<file path="src/hw/rtl/pfd_pkg.sv">
// ----------------------------------------------------------------------------
// pfd_pkg
// Types and constants of the position frame deframer.
// ----------------------------------------------------------------------------
package pfd_pkg;

   localparam int BYTE_W    = 8;
   localparam int POS_W     = 16;
   localparam int CNT_OUT_W = 32;
   localparam int STATUS_W  = 2;

   localparam logic [BYTE_W-1:0] HDR0_BYTE  = 8'h55;
   localparam logic [BYTE_W-1:0] HDR1_BYTE  = 8'hAA;
   localparam logic [BYTE_W-1:0] TAIL_BYTE  = 8'hCC;
   localparam logic [BYTE_W-1:0] MODE_RESET = 8'h10;

   typedef enum logic [3:0] {
      PH_HUNT = 4'd0,
      PH_SYNC = 4'd1,
      PH_MODE = 4'd2,
      PH_XH   = 4'd3,
      PH_XL   = 4'd4,
      PH_YH   = 4'd5,
      PH_YL   = 4'd6,
      PH_CHK  = 4'd7,
      PH_TAIL = 4'd8
   } phase_type;

   typedef enum logic [STATUS_W-1:0] {
      ST_ACCEPTED   = 2'd0,
      ST_BAD_TAIL   = 2'd1,
      ST_BAD_CHECK  = 2'd2,
      ST_OTHER_MODE = 2'd3
   } status_type;

   typedef struct packed {
      logic                     done;
      logic [BYTE_W-1:0]        tail;
      logic [BYTE_W-1:0]        mode;
      logic signed [POS_W-1:0]  x;
      logic signed [POS_W-1:0]  y;
      logic [BYTE_W-1:0]        check;
      logic [BYTE_W-1:0]        xsum;
   } frame_type;

   typedef struct packed {
      logic [STATUS_W-1:0]      frame_status;
      logic [BYTE_W-1:0]        mode_code;
      logic signed [POS_W-1:0]  x_position;
      logic signed [POS_W-1:0]  y_position;
      logic [CNT_OUT_W-1:0]     frames_seen;
      logic [CNT_OUT_W-1:0]     frames_bad;
   } result_type;

endpackage

</file>
<file path="src/hw/rtl/pfd_req_if.sv">
// ----------------------------------------------------------------------------
// pfd_req_if
// Request channel carrying one received byte per request.
// ----------------------------------------------------------------------------
interface pfd_req_if;
   import pfd_pkg::*;

   logic              valid;
   logic              ready;
   logic [BYTE_W-1:0] rx_byte;

   modport source (output valid, output rx_byte, input ready);
   modport sink   (input valid, input rx_byte, output ready);

endinterface

</file>
<file path="src/hw/rtl/pfd_rsp_if.sv">
// ----------------------------------------------------------------------------
// pfd_rsp_if
// Result channel carrying one decoded frame per transfer.
// ----------------------------------------------------------------------------
interface pfd_rsp_if;
   import pfd_pkg::*;

   logic                    valid;
   logic                    ready;
   logic [STATUS_W-1:0]     frame_status;
   logic [BYTE_W-1:0]       mode_code;
   logic signed [POS_W-1:0] x_position;
   logic signed [POS_W-1:0] y_position;
   logic [CNT_OUT_W-1:0]    frames_seen;
   logic [CNT_OUT_W-1:0]    frames_bad;

   modport source (output valid, output frame_status, output mode_code,
                   output x_position, output y_position, output frames_seen,
                   output frames_bad, input ready);
   modport sink   (input valid, input frame_status, input mode_code,
                   input x_position, input y_position, input frames_seen,
                   input frames_bad, output ready);

endinterface

</file>
<file path="src/hw/rtl/pfd_framer.sv">
// ----------------------------------------------------------------------------
// pfd_framer
// Input register and header hunt / byte collection state machine.
// ----------------------------------------------------------------------------
module pfd_framer (
   input  logic              clock,
   input  logic              reset,
   pfd_req_if.sink           req_bus,
   input  logic              out_room,
   output pfd_pkg::frame_type frame
);
   import pfd_pkg::*;

   logic              in_valid_ff, in_valid_in;
   logic [BYTE_W-1:0] in_byte_ff, in_byte_in;
   phase_type         phase_ff, phase_in;
   logic [BYTE_W-1:0] xsum_ff, xsum_in;
   logic [BYTE_W-1:0] mode_ff, mode_in;
   logic [BYTE_W-1:0] xh_ff, xh_in;
   logic [BYTE_W-1:0] xl_ff, xl_in;
   logic [BYTE_W-1:0] yh_ff, yh_in;
   logic [BYTE_W-1:0] yl_ff, yl_in;
   logic [BYTE_W-1:0] chk_ff, chk_in;
   logic              advance;
   logic              take;

   assign advance       = in_valid_ff & out_room;
   assign req_bus.ready = ~in_valid_ff | out_room;
   assign take          = req_bus.valid & req_bus.ready;

   always_comb begin
      in_valid_in = in_valid_ff;
      in_byte_in  = in_byte_ff;
      if (take) begin
         in_valid_in = 1'b1;
         in_byte_in  = req_bus.rx_byte;
      end else if (advance) begin
         in_valid_in = 1'b0;
      end
   end

   always_comb begin
      phase_in = phase_ff;
      xsum_in  = xsum_ff;
      mode_in  = mode_ff;
      xh_in    = xh_ff;
      xl_in    = xl_ff;
      yh_in    = yh_ff;
      yl_in    = yl_ff;
      chk_in   = chk_ff;
      if (advance) begin
         case (phase_ff)
            PH_SYNC: begin
               if (in_byte_ff == HDR1_BYTE) begin
                  phase_in = PH_MODE;
                  xsum_in  = '0;
               end else if (in_byte_ff == HDR0_BYTE) begin
                  phase_in = PH_SYNC;
               end else begin
                  phase_in = PH_HUNT;
               end
            end
            PH_MODE: begin
               mode_in  = in_byte_ff;
               xsum_in  = xsum_ff ^ in_byte_ff;
               phase_in = PH_XH;
            end
            PH_XH: begin
               xh_in    = in_byte_ff;
               xsum_in  = xsum_ff ^ in_byte_ff;
               phase_in = PH_XL;
            end
            PH_XL: begin
               xl_in    = in_byte_ff;
               xsum_in  = xsum_ff ^ in_byte_ff;
               phase_in = PH_YH;
            end
            PH_YH: begin
               yh_in    = in_byte_ff;
               xsum_in  = xsum_ff ^ in_byte_ff;
               phase_in = PH_YL;
            end
            PH_YL: begin
               yl_in    = in_byte_ff;
               xsum_in  = xsum_ff ^ in_byte_ff;
               phase_in = PH_CHK;
            end
            PH_CHK: begin
               chk_in   = in_byte_ff;
               phase_in = PH_TAIL;
            end
            PH_TAIL: begin
               phase_in = PH_HUNT;
            end
            default: begin
               phase_in = (in_byte_ff == HDR0_BYTE) ? PH_SYNC : PH_HUNT;
            end
         endcase
      end
   end

   always_ff @(posedge clock) begin
      if (reset) begin
         in_valid_ff <= 1'b0;
         phase_ff    <= PH_HUNT;
         xsum_ff     <= '0;
      end else begin
         in_valid_ff <= in_valid_in;
         phase_ff    <= phase_in;
         xsum_ff     <= xsum_in;
      end
   end

   always_ff @(posedge clock) begin
      in_byte_ff <= in_byte_in;
      mode_ff    <= mode_in;
      xh_ff      <= xh_in;
      xl_ff      <= xl_in;
      yh_ff      <= yh_in;
      yl_ff      <= yl_in;
      chk_ff     <= chk_in;
   end

   assign frame.done  = advance & (phase_ff == PH_TAIL);
   assign frame.tail  = in_byte_ff;
   assign frame.mode  = mode_ff;
   assign frame.x     = {xh_ff, xl_ff};
   assign frame.y     = {yh_ff, yl_ff};
   assign frame.check = chk_ff;
   assign frame.xsum  = xsum_ff;

endmodule

</file>
<file path="src/hw/rtl/pfd_judge.sv">
// ----------------------------------------------------------------------------
// pfd_judge
// Frame checks, frame and error counters, mode register.
// ----------------------------------------------------------------------------
module pfd_judge #(
   parameter int COUNTER_WIDTH = 32
) (
   input  logic                      clock,
   input  logic                      reset,
   input  logic                      csr_wr_en,
   input  logic [pfd_pkg::BYTE_W-1:0] csr_wr_data,
   input  pfd_pkg::frame_type        frame,
   output logic                      push,
   output pfd_pkg::result_type       result
);
   import pfd_pkg::*;

   logic [BYTE_W-1:0]        mode_ff;
   logic [COUNTER_WIDTH-1:0] seen_ff, seen_in;
   logic [COUNTER_WIDTH-1:0] bad_ff, bad_in;
   status_type               status;
   logic [CNT_OUT_W-1:0]     seen_out;
   logic [CNT_OUT_W-1:0]     bad_out;

   always_comb begin
      seen_in = seen_ff;
      bad_in  = bad_ff;
      status  = ST_ACCEPTED;
      if (frame.tail != TAIL_BYTE) begin
         status = ST_BAD_TAIL;
      end else if (frame.check != ~frame.xsum) begin
         status = ST_BAD_CHECK;
      end else if (frame.mode != mode_ff) begin
         status = ST_OTHER_MODE;
      end
      if (frame.done) begin
         seen_in = seen_ff + 1'b1;
         if (status == ST_BAD_TAIL || status == ST_BAD_CHECK) begin
            bad_in = bad_ff + 1'b1;
         end
      end
   end

   always_ff @(posedge clock) begin
      if (reset) begin
         mode_ff <= MODE_RESET;
         seen_ff <= '0;
         bad_ff  <= '0;
      end else begin
         if (csr_wr_en) begin
            mode_ff <= csr_wr_data;
         end
         seen_ff <= seen_in;
         bad_ff  <= bad_in;
      end
   end

   generate
      if (COUNTER_WIDTH >= CNT_OUT_W) begin : g_trunc
         assign seen_out = seen_in[CNT_OUT_W-1:0];
         assign bad_out  = bad_in[CNT_OUT_W-1:0];
      end else begin : g_ext
         assign seen_out = {{(CNT_OUT_W-COUNTER_WIDTH){1'b0}}, seen_in};
         assign bad_out  = {{(CNT_OUT_W-COUNTER_WIDTH){1'b0}}, bad_in};
      end
   endgenerate

   assign push                = frame.done;
   assign result.frame_status = status;
   assign result.mode_code    = frame.mode;
   assign result.x_position   = frame.x;
   assign result.y_position   = frame.y;
   assign result.frames_seen  = seen_out;
   assign result.frames_bad   = bad_out;

endmodule

</file>
<file path="src/hw/rtl/pfd_rsp_buf.sv">
// ----------------------------------------------------------------------------
// pfd_rsp_buf
// Result register with one skid entry behind it.
// ----------------------------------------------------------------------------
module pfd_rsp_buf (
   input  logic                clock,
   input  logic                reset,
   input  logic                push,
   input  pfd_pkg::result_type push_data,
   output logic                room,
   pfd_rsp_if.source           rsp_bus
);
   import pfd_pkg::*;

   logic       main_valid_ff, main_valid_in;
   logic       skid_valid_ff, skid_valid_in;
   result_type main_ff, main_in;
   result_type skid_ff, skid_in;
   logic       pop;

   assign pop  = main_valid_ff & rsp_bus.ready;
   assign room = ~skid_valid_ff;

   always_comb begin
      main_valid_in = main_valid_ff;
      skid_valid_in = skid_valid_ff;
      main_in       = main_ff;
      skid_in       = skid_ff;
      if (~main_valid_ff | pop) begin
         if (skid_valid_ff) begin
            main_valid_in = 1'b1;
            main_in       = skid_ff;
            skid_valid_in = 1'b0;
         end else begin
            main_valid_in = push;
            main_in       = push_data;
         end
      end else if (push & ~skid_valid_ff) begin
         skid_valid_in = 1'b1;
         skid_in       = push_data;
      end
   end

   always_ff @(posedge clock) begin
      if (reset) begin
         main_valid_ff <= 1'b0;
         skid_valid_ff <= 1'b0;
      end else begin
         main_valid_ff <= main_valid_in;
         skid_valid_ff <= skid_valid_in;
      end
   end

   always_ff @(posedge clock) begin
      main_ff <= main_in;
      skid_ff <= skid_in;
   end

   assign rsp_bus.valid        = main_valid_ff;
   assign rsp_bus.frame_status = main_ff.frame_status;
   assign rsp_bus.mode_code    = main_ff.mode_code;
   assign rsp_bus.x_position   = main_ff.x_position;
   assign rsp_bus.y_position   = main_ff.y_position;
   assign rsp_bus.frames_seen  = main_ff.frames_seen;
   assign rsp_bus.frames_bad   = main_ff.frames_bad;

endmodule

</file>
<file path="src/hw/rtl/position_frame_deframer.sv">
// ----------------------------------------------------------------------------
// position_frame_deframer
// Hunts for the 0x55 0xAA header in a byte stream, collects the seven frame
// bytes, checks tail and checksum and reports status, mode and position.
//
//   channel   direction  payload
//   req_bus   in         rx_byte
//   rsp_bus   out        frame_status, mode_code, x_position, y_position,
//                        frames_seen, frames_bad
//   csr       in         accepted_mode write (csr_wr_en, csr_wr_data)
//
// one request per clock sustained; a request is held in the input register,
// and a frame's result is registered as its ninth byte leaves that register.
// throughput is set by the single input register feeding the phase machine.
// synchronous active-high reset clears phase and counters, sets mode to 0x10.
// a stalled result parks in a one-entry skid; requests stop only when the
// skid is also full.
// ----------------------------------------------------------------------------
module position_frame_deframer #(
   parameter int COUNTER_WIDTH = 32
) (
   input  logic                       clock,
   input  logic                       reset,
   pfd_req_if.sink                    req_bus,
   pfd_rsp_if.source                  rsp_bus,
   input  logic                       csr_wr_en,
   input  logic [pfd_pkg::BYTE_W-1:0] csr_wr_data
);
   import pfd_pkg::*;

   frame_type  frame;
   result_type result;
   logic       push;
   logic       room;

   pfd_framer u_framer (
      .clock    (clock),
      .reset    (reset),
      .req_bus  (req_bus),
      .out_room (room),
      .frame    (frame)
   );

   pfd_judge #(
      .COUNTER_WIDTH (COUNTER_WIDTH)
   ) u_judge (
      .clock       (clock),
      .reset       (reset),
      .csr_wr_en   (csr_wr_en),
      .csr_wr_data (csr_wr_data),
      .frame       (frame),
      .push        (push),
      .result      (result)
   );

   pfd_rsp_buf u_rsp_buf (
      .clock     (clock),
      .reset     (reset),
      .push      (push),
      .push_data (result),
      .room      (room),
      .rsp_bus   (rsp_bus)
   );

endmodule

</file>
<file path="src/flat_wrapper.sv">
// flat-port wrapper written by rule: the top's interface ports become plain ports
module position_frame_deframer_flat import pfd_pkg::*;
#(
   parameter int COUNTER_WIDTH = 32
)
  (clock, reset, csr_wr_en, csr_wr_data, req_bus_valid, req_bus_rx_byte, req_bus_ready, rsp_bus_valid, rsp_bus_frame_status, rsp_bus_mode_code, rsp_bus_x_position, rsp_bus_y_position, rsp_bus_frames_seen, rsp_bus_frames_bad, rsp_bus_ready);
  pfd_req_if req_bus_i ();
  pfd_rsp_if rsp_bus_i ();
  input  logic clock;
  input  logic reset;
  input  logic csr_wr_en;
  input  logic [pfd_pkg::BYTE_W-1:0] csr_wr_data;
  input wire logic [$bits(req_bus_i.valid)-1:0] req_bus_valid;
  input wire logic [$bits(req_bus_i.rx_byte)-1:0] req_bus_rx_byte;
  output wire logic [$bits(req_bus_i.ready)-1:0] req_bus_ready;
  output wire logic [$bits(rsp_bus_i.valid)-1:0] rsp_bus_valid;
  output wire logic [$bits(rsp_bus_i.frame_status)-1:0] rsp_bus_frame_status;
  output wire logic [$bits(rsp_bus_i.mode_code)-1:0] rsp_bus_mode_code;
  output wire logic [$bits(rsp_bus_i.x_position)-1:0] rsp_bus_x_position;
  output wire logic [$bits(rsp_bus_i.y_position)-1:0] rsp_bus_y_position;
  output wire logic [$bits(rsp_bus_i.frames_seen)-1:0] rsp_bus_frames_seen;
  output wire logic [$bits(rsp_bus_i.frames_bad)-1:0] rsp_bus_frames_bad;
  input wire logic [$bits(rsp_bus_i.ready)-1:0] rsp_bus_ready;
  assign req_bus_i.valid = req_bus_valid;
  assign req_bus_i.rx_byte = req_bus_rx_byte;
  assign req_bus_ready = req_bus_i.ready;
  assign rsp_bus_valid = rsp_bus_i.valid;
  assign rsp_bus_frame_status = rsp_bus_i.frame_status;
  assign rsp_bus_mode_code = rsp_bus_i.mode_code;
  assign rsp_bus_x_position = rsp_bus_i.x_position;
  assign rsp_bus_y_position = rsp_bus_i.y_position;
  assign rsp_bus_frames_seen = rsp_bus_i.frames_seen;
  assign rsp_bus_frames_bad = rsp_bus_i.frames_bad;
  assign rsp_bus_i.ready = rsp_bus_ready;
  position_frame_deframer #(.COUNTER_WIDTH(COUNTER_WIDTH)) u_core (.clock(clock), .reset(reset), .req_bus(req_bus_i), .rsp_bus(rsp_bus_i), .csr_wr_en(csr_wr_en), .csr_wr_data(csr_wr_data));
endmodule
</file>
<file path="config.mk">
export PLATFORM = sky130hd
export DESIGN_NAME = position_frame_deframer_flat
export DESIGN_NICKNAME = d
export VERILOG_FILES = /design/src/hw/rtl/pfd_pkg.sv /design/src/hw/rtl/pfd_req_if.sv /design/src/hw/rtl/pfd_rsp_if.sv /design/src/hw/rtl/pfd_framer.sv /design/src/hw/rtl/pfd_judge.sv /design/src/hw/rtl/pfd_rsp_buf.sv /design/src/hw/rtl/position_frame_deframer.sv /design/src/flat_wrapper.sv
export SDC_FILE = /design/constraint.sdc
export NUM_CORES = 1
export LEC_CHECK = 0
export ABC_AREA = 1
export BUFFER_PORTS_ARGS = -buffer_cell sky130_fd_sc_hd__buf_4
export CAP_MARGIN = 10
export CELL_PAD_IN_SITES_DETAIL_PLACEMENT = 1
export CELL_PAD_IN_SITES_GLOBAL_PLACEMENT = 1
export CORE_ASPECT_RATIO = 0.8
export CORE_UTILIZATION = 50
export DETAILED_ROUTE_END_ITERATION = 16
export PLACE_DENSITY_LB_ADDON = 0.1
export SLEW_MARGIN = 30
export SYNTH_ARGS = -nofsm -noshare
export SYNTH_HDL_FRONTEND = slang
export SYNTH_HIERARCHICAL = 1
export SYNTH_SLANG_ARGS = --single-unit
</file>
<file path="constraint.sdc">
create_clock -name clock -period 19.65 [get_ports clock]
set_input_delay 0.9825 -clock clock [delete_from_list [all_inputs] [get_ports clock]]
set_output_delay 0.9825 -clock clock [all_outputs]
set_load 0.02 [all_outputs]
</file>
==> flow_summary.ini <==
[outcome]
outcome = finished clean

[grt]
antenna_found_initial = 0
grt_pass1_vias = 11005
grt_max_degree = 79
grt_pass1_wl_um = 58640
gr-usage-all-layers_pct = 24.27
gr-total-overflow = 0

[floorplan]
die_h_um = 157.6
die_width_um = 196.5
num_rows = 56
start_util_pct = 51.29
core_area_sq_um = 29500
dieArea_sq_um = 30960
io_pins = 129

[detailed_routing]
avgViaCountPerCell = 5.180
wl_per_cell_um = 18.12
dr.pass1.iters = 5
drtIter0Drc = 594
ant_nets = 0
route.detailed.drc = 0
route.final.wire_length_um = 37000
vias = 10577

[clocking]
htree_levels = 2
cts_hold_buf = 0
cts_resized = 0
clkSinkCount = 355
cts.clk_slew.worst_paths_ps = 60
post-cts-setup-buffers = 0
cts_buffers = 37
cts_tree = done
cts_max_path_buffers = 3
cts_root_buf = clkbuf_16
clkLatencyLatePin_ps = 520

[yosys]
synth-xor-area-share_pct = 1.447
synth_mux_area_share_pct = 0
syn_area_sq_um = 15130
synth_top_family_by_area = simple AND/OR/NAND/NOR gates
synth_seq_area_share_pct = 64.71
synth.distinct_cells = 41
synthSimpleGateAreaFrac_pct = 23.70
synth-compound-area-share_pct = 2.423
postSynthRegisterBits = 355
synthAdderAreaFrac_pct = 0.1654
syn_nets = 1544
synth_area_per_cell_sq_um = 9.946
synth_warnings = 6
syn-instance-count = 1521

[power]
p_comb_share_pct = 1.1
p_clk_share_pct = 45.2
power.density_nw_per_um2 = 86.92
p_int_w = 0.001201
switchingPower_w = 0.0003039
p_seq_share_pct = 53.7
leakage_nw = 7.492
power.total_w = 0.001505
vdd_drop_max_v = 0.00005965
p_sw_share_pct = 20.19

[sta]
hold_viol = 0
hold_ws_ps = 455.8
slew_headroom_pct = 40.56
period_share_pct = 23.97
rsz0062_at_grt = no
fin_skew_ps = 12.30
setup_viol = 0
worst_slew_pin_slew_ps = 888.3
fmax_ghz = 0.2123
slew_violations = 0
layout_min_cycle_time_ps = 4710
finalSetupTns_ps = 0

[worst_setup_path]
crit_path_end_kind = flop
crit_path_start_kind = flop
crit_arrival_ps = 4850
path_max_fanout = 62
cp.required_ps = 19790
worstSetupPathType = reg -> reg

[placed_design]
port_buffers = 128
dp_hpwl_um = 24060
routabilityCongestion = 0.8032
dp.cells = 1975

[final_layout]
areaGrowthSynthToFinish_pct = 14.46
drive_above_1_share_pct = 15.22
utilization_pct = 58.70
layout_commonest_cell = nand2_1
finalNonFillerCells = 2042
fin_nets = 1631
layout_common_cells = nand2_1, edfxtp_1, inv_1
fillCellCount = 3250
n_antenna_cell = 0

[run]
drv_cap = 0

[hold_path]
min_path_type = reg -> reg
cell usage after synthesis, drive strengths merged:
cell type | instances | area share, %
nor4 | 5 | 0.21
a21oi | 45 | 1.6
clkbuf | 7 | 0.17
nand4 | 37 | 1.6
xor2 | 24 | 1.4
nor2 | 123 | 3.6
edfxtp | 268 | 53
buf | 79 | 3.5
or2 | 7 | 0.29
nand3b | 2 | 0.099
dfxtp | 87 | 12
ha | 2 | 0.17
nor3b | 1 | 0.050
and2 | 1 | 0.041
o21bai | 2 | 0.099
nand2 | 558 | 14
o21ai | 19 | 0.63
a31o | 1 | 0.058
clkinv | 5 | 0.13
nand3 | 74 | 2.9
xnor2 | 1 | 0.058
inv | 150 | 3.7
nor3 | 23 | 0.86
flip-flops by register name, summed over array words and instances, names as in the netlist, 16 cells and up:
| name | flops |
|---|---|
| u_core/u_judge/seen_ff | 32 |
| u_core/u_rsp_buf/skid_ff | 106 |
| u_core/u_rsp_buf/rsp_bus.x_position | 16 |
| u_core/u_rsp_buf/rsp_bus.frames_seen | 32 |
| u_core/u_rsp_buf/rsp_bus.frames_bad | 32 |
| u_core/u_rsp_buf/rsp_bus.y_position | 16 |
| u_core/u_judge/bad_ff | 32 |
per-stage QoR:
| stage | setup WS (ps) | instance area (sq um) |
|---|---|---|
| after floorplan | 10930 | 15130 |
| after detailed placement | 14960 | 16130 |
| after CTS | 14940 | 17300 |
| after global placement | 15100 | 16120 |
| final | 14940 | 17320 |
| after global routing | 14610 | 17320 |
power by group through the flow:
stage	Combinational, W	Sequential, W	Clock [W]
after floorplan	0.00000955	0.000820	0
after global placement	0.0000152	0.000824	0
after detailed placement	0.0000157	0.000825	0
after CTS	0.0000158	0.000809	0.000696
after global routing	0.0000176	0.000809	0.000720
final	0.0000158	0.000809	0.000681
worst paths after layout:
check / start / end / slack, ps / cells after the start
max: u_core/u_rsp_buf/skid_valid_ff / u_core/u_rsp_buf/skid_ff[14] / 14940 / 8
min: u_core/u_framer/xh_ff[1] / u_core/u_rsp_buf/skid_ff[89] / 460 / 0
max reg2reg: u_core/u_rsp_buf/skid_valid_ff / u_core/u_rsp_buf/skid_ff[14] / 14940 / 8
min reg2reg: u_core/u_framer/xh_ff[1] / u_core/u_rsp_buf/skid_ff[89] / 460 / 0
kinds of logic after synthesis:
logic type	after synthesis
AOI/OAI and AO/OA	67
xor gates and xnor gates	25
buffers and inverters	241
adders and majority gates	2
DFF	355
and+or+nand+nor	831
final cells by class:
| class | count | area, sq um | share of cell area [%] |
|---|---|---|---|
| Timing Repair Buffer | 134 | 1010 | 5.831 |
| Sequential cell | 355 | 9793 | 56.56 |
| Clock inverter | 17 | 140.1 | 0.8093 |
| Clock buffer | 50 | 1027 | 5.933 |
| Inverter | 155 | 585.6 | 3.382 |
| Tap cell | 406 | 508.0 | 2.934 |
| Multi-Input combinational cell | 925 | 4252 | 24.55 |
routing by layer:
layer | share of wire (%) | vias up | track usage, % | wire (um)
li1 | - | 5091 | - | -
met1 | 45 | 5209 | 32.49 | 16710
met2 | 48 | 228 | 41.73 | 17940
met3 | 4.5 | 49 | 3.323 | 1648
met4 | 1.9 | 0 | 6.473 | 706
met5 | 0 | - | 0 | 0
critical path: stages, from the launching register on:
cell     delay (ps)
dfxtp_4         530
inv_4           490
buf_4           650
nand2_1         440
nor2_4          210
nand2_1         100
nor2_4          430
buf_4           630
buf_4           670
Note: power is estimated with default switching activity, not from simulation.
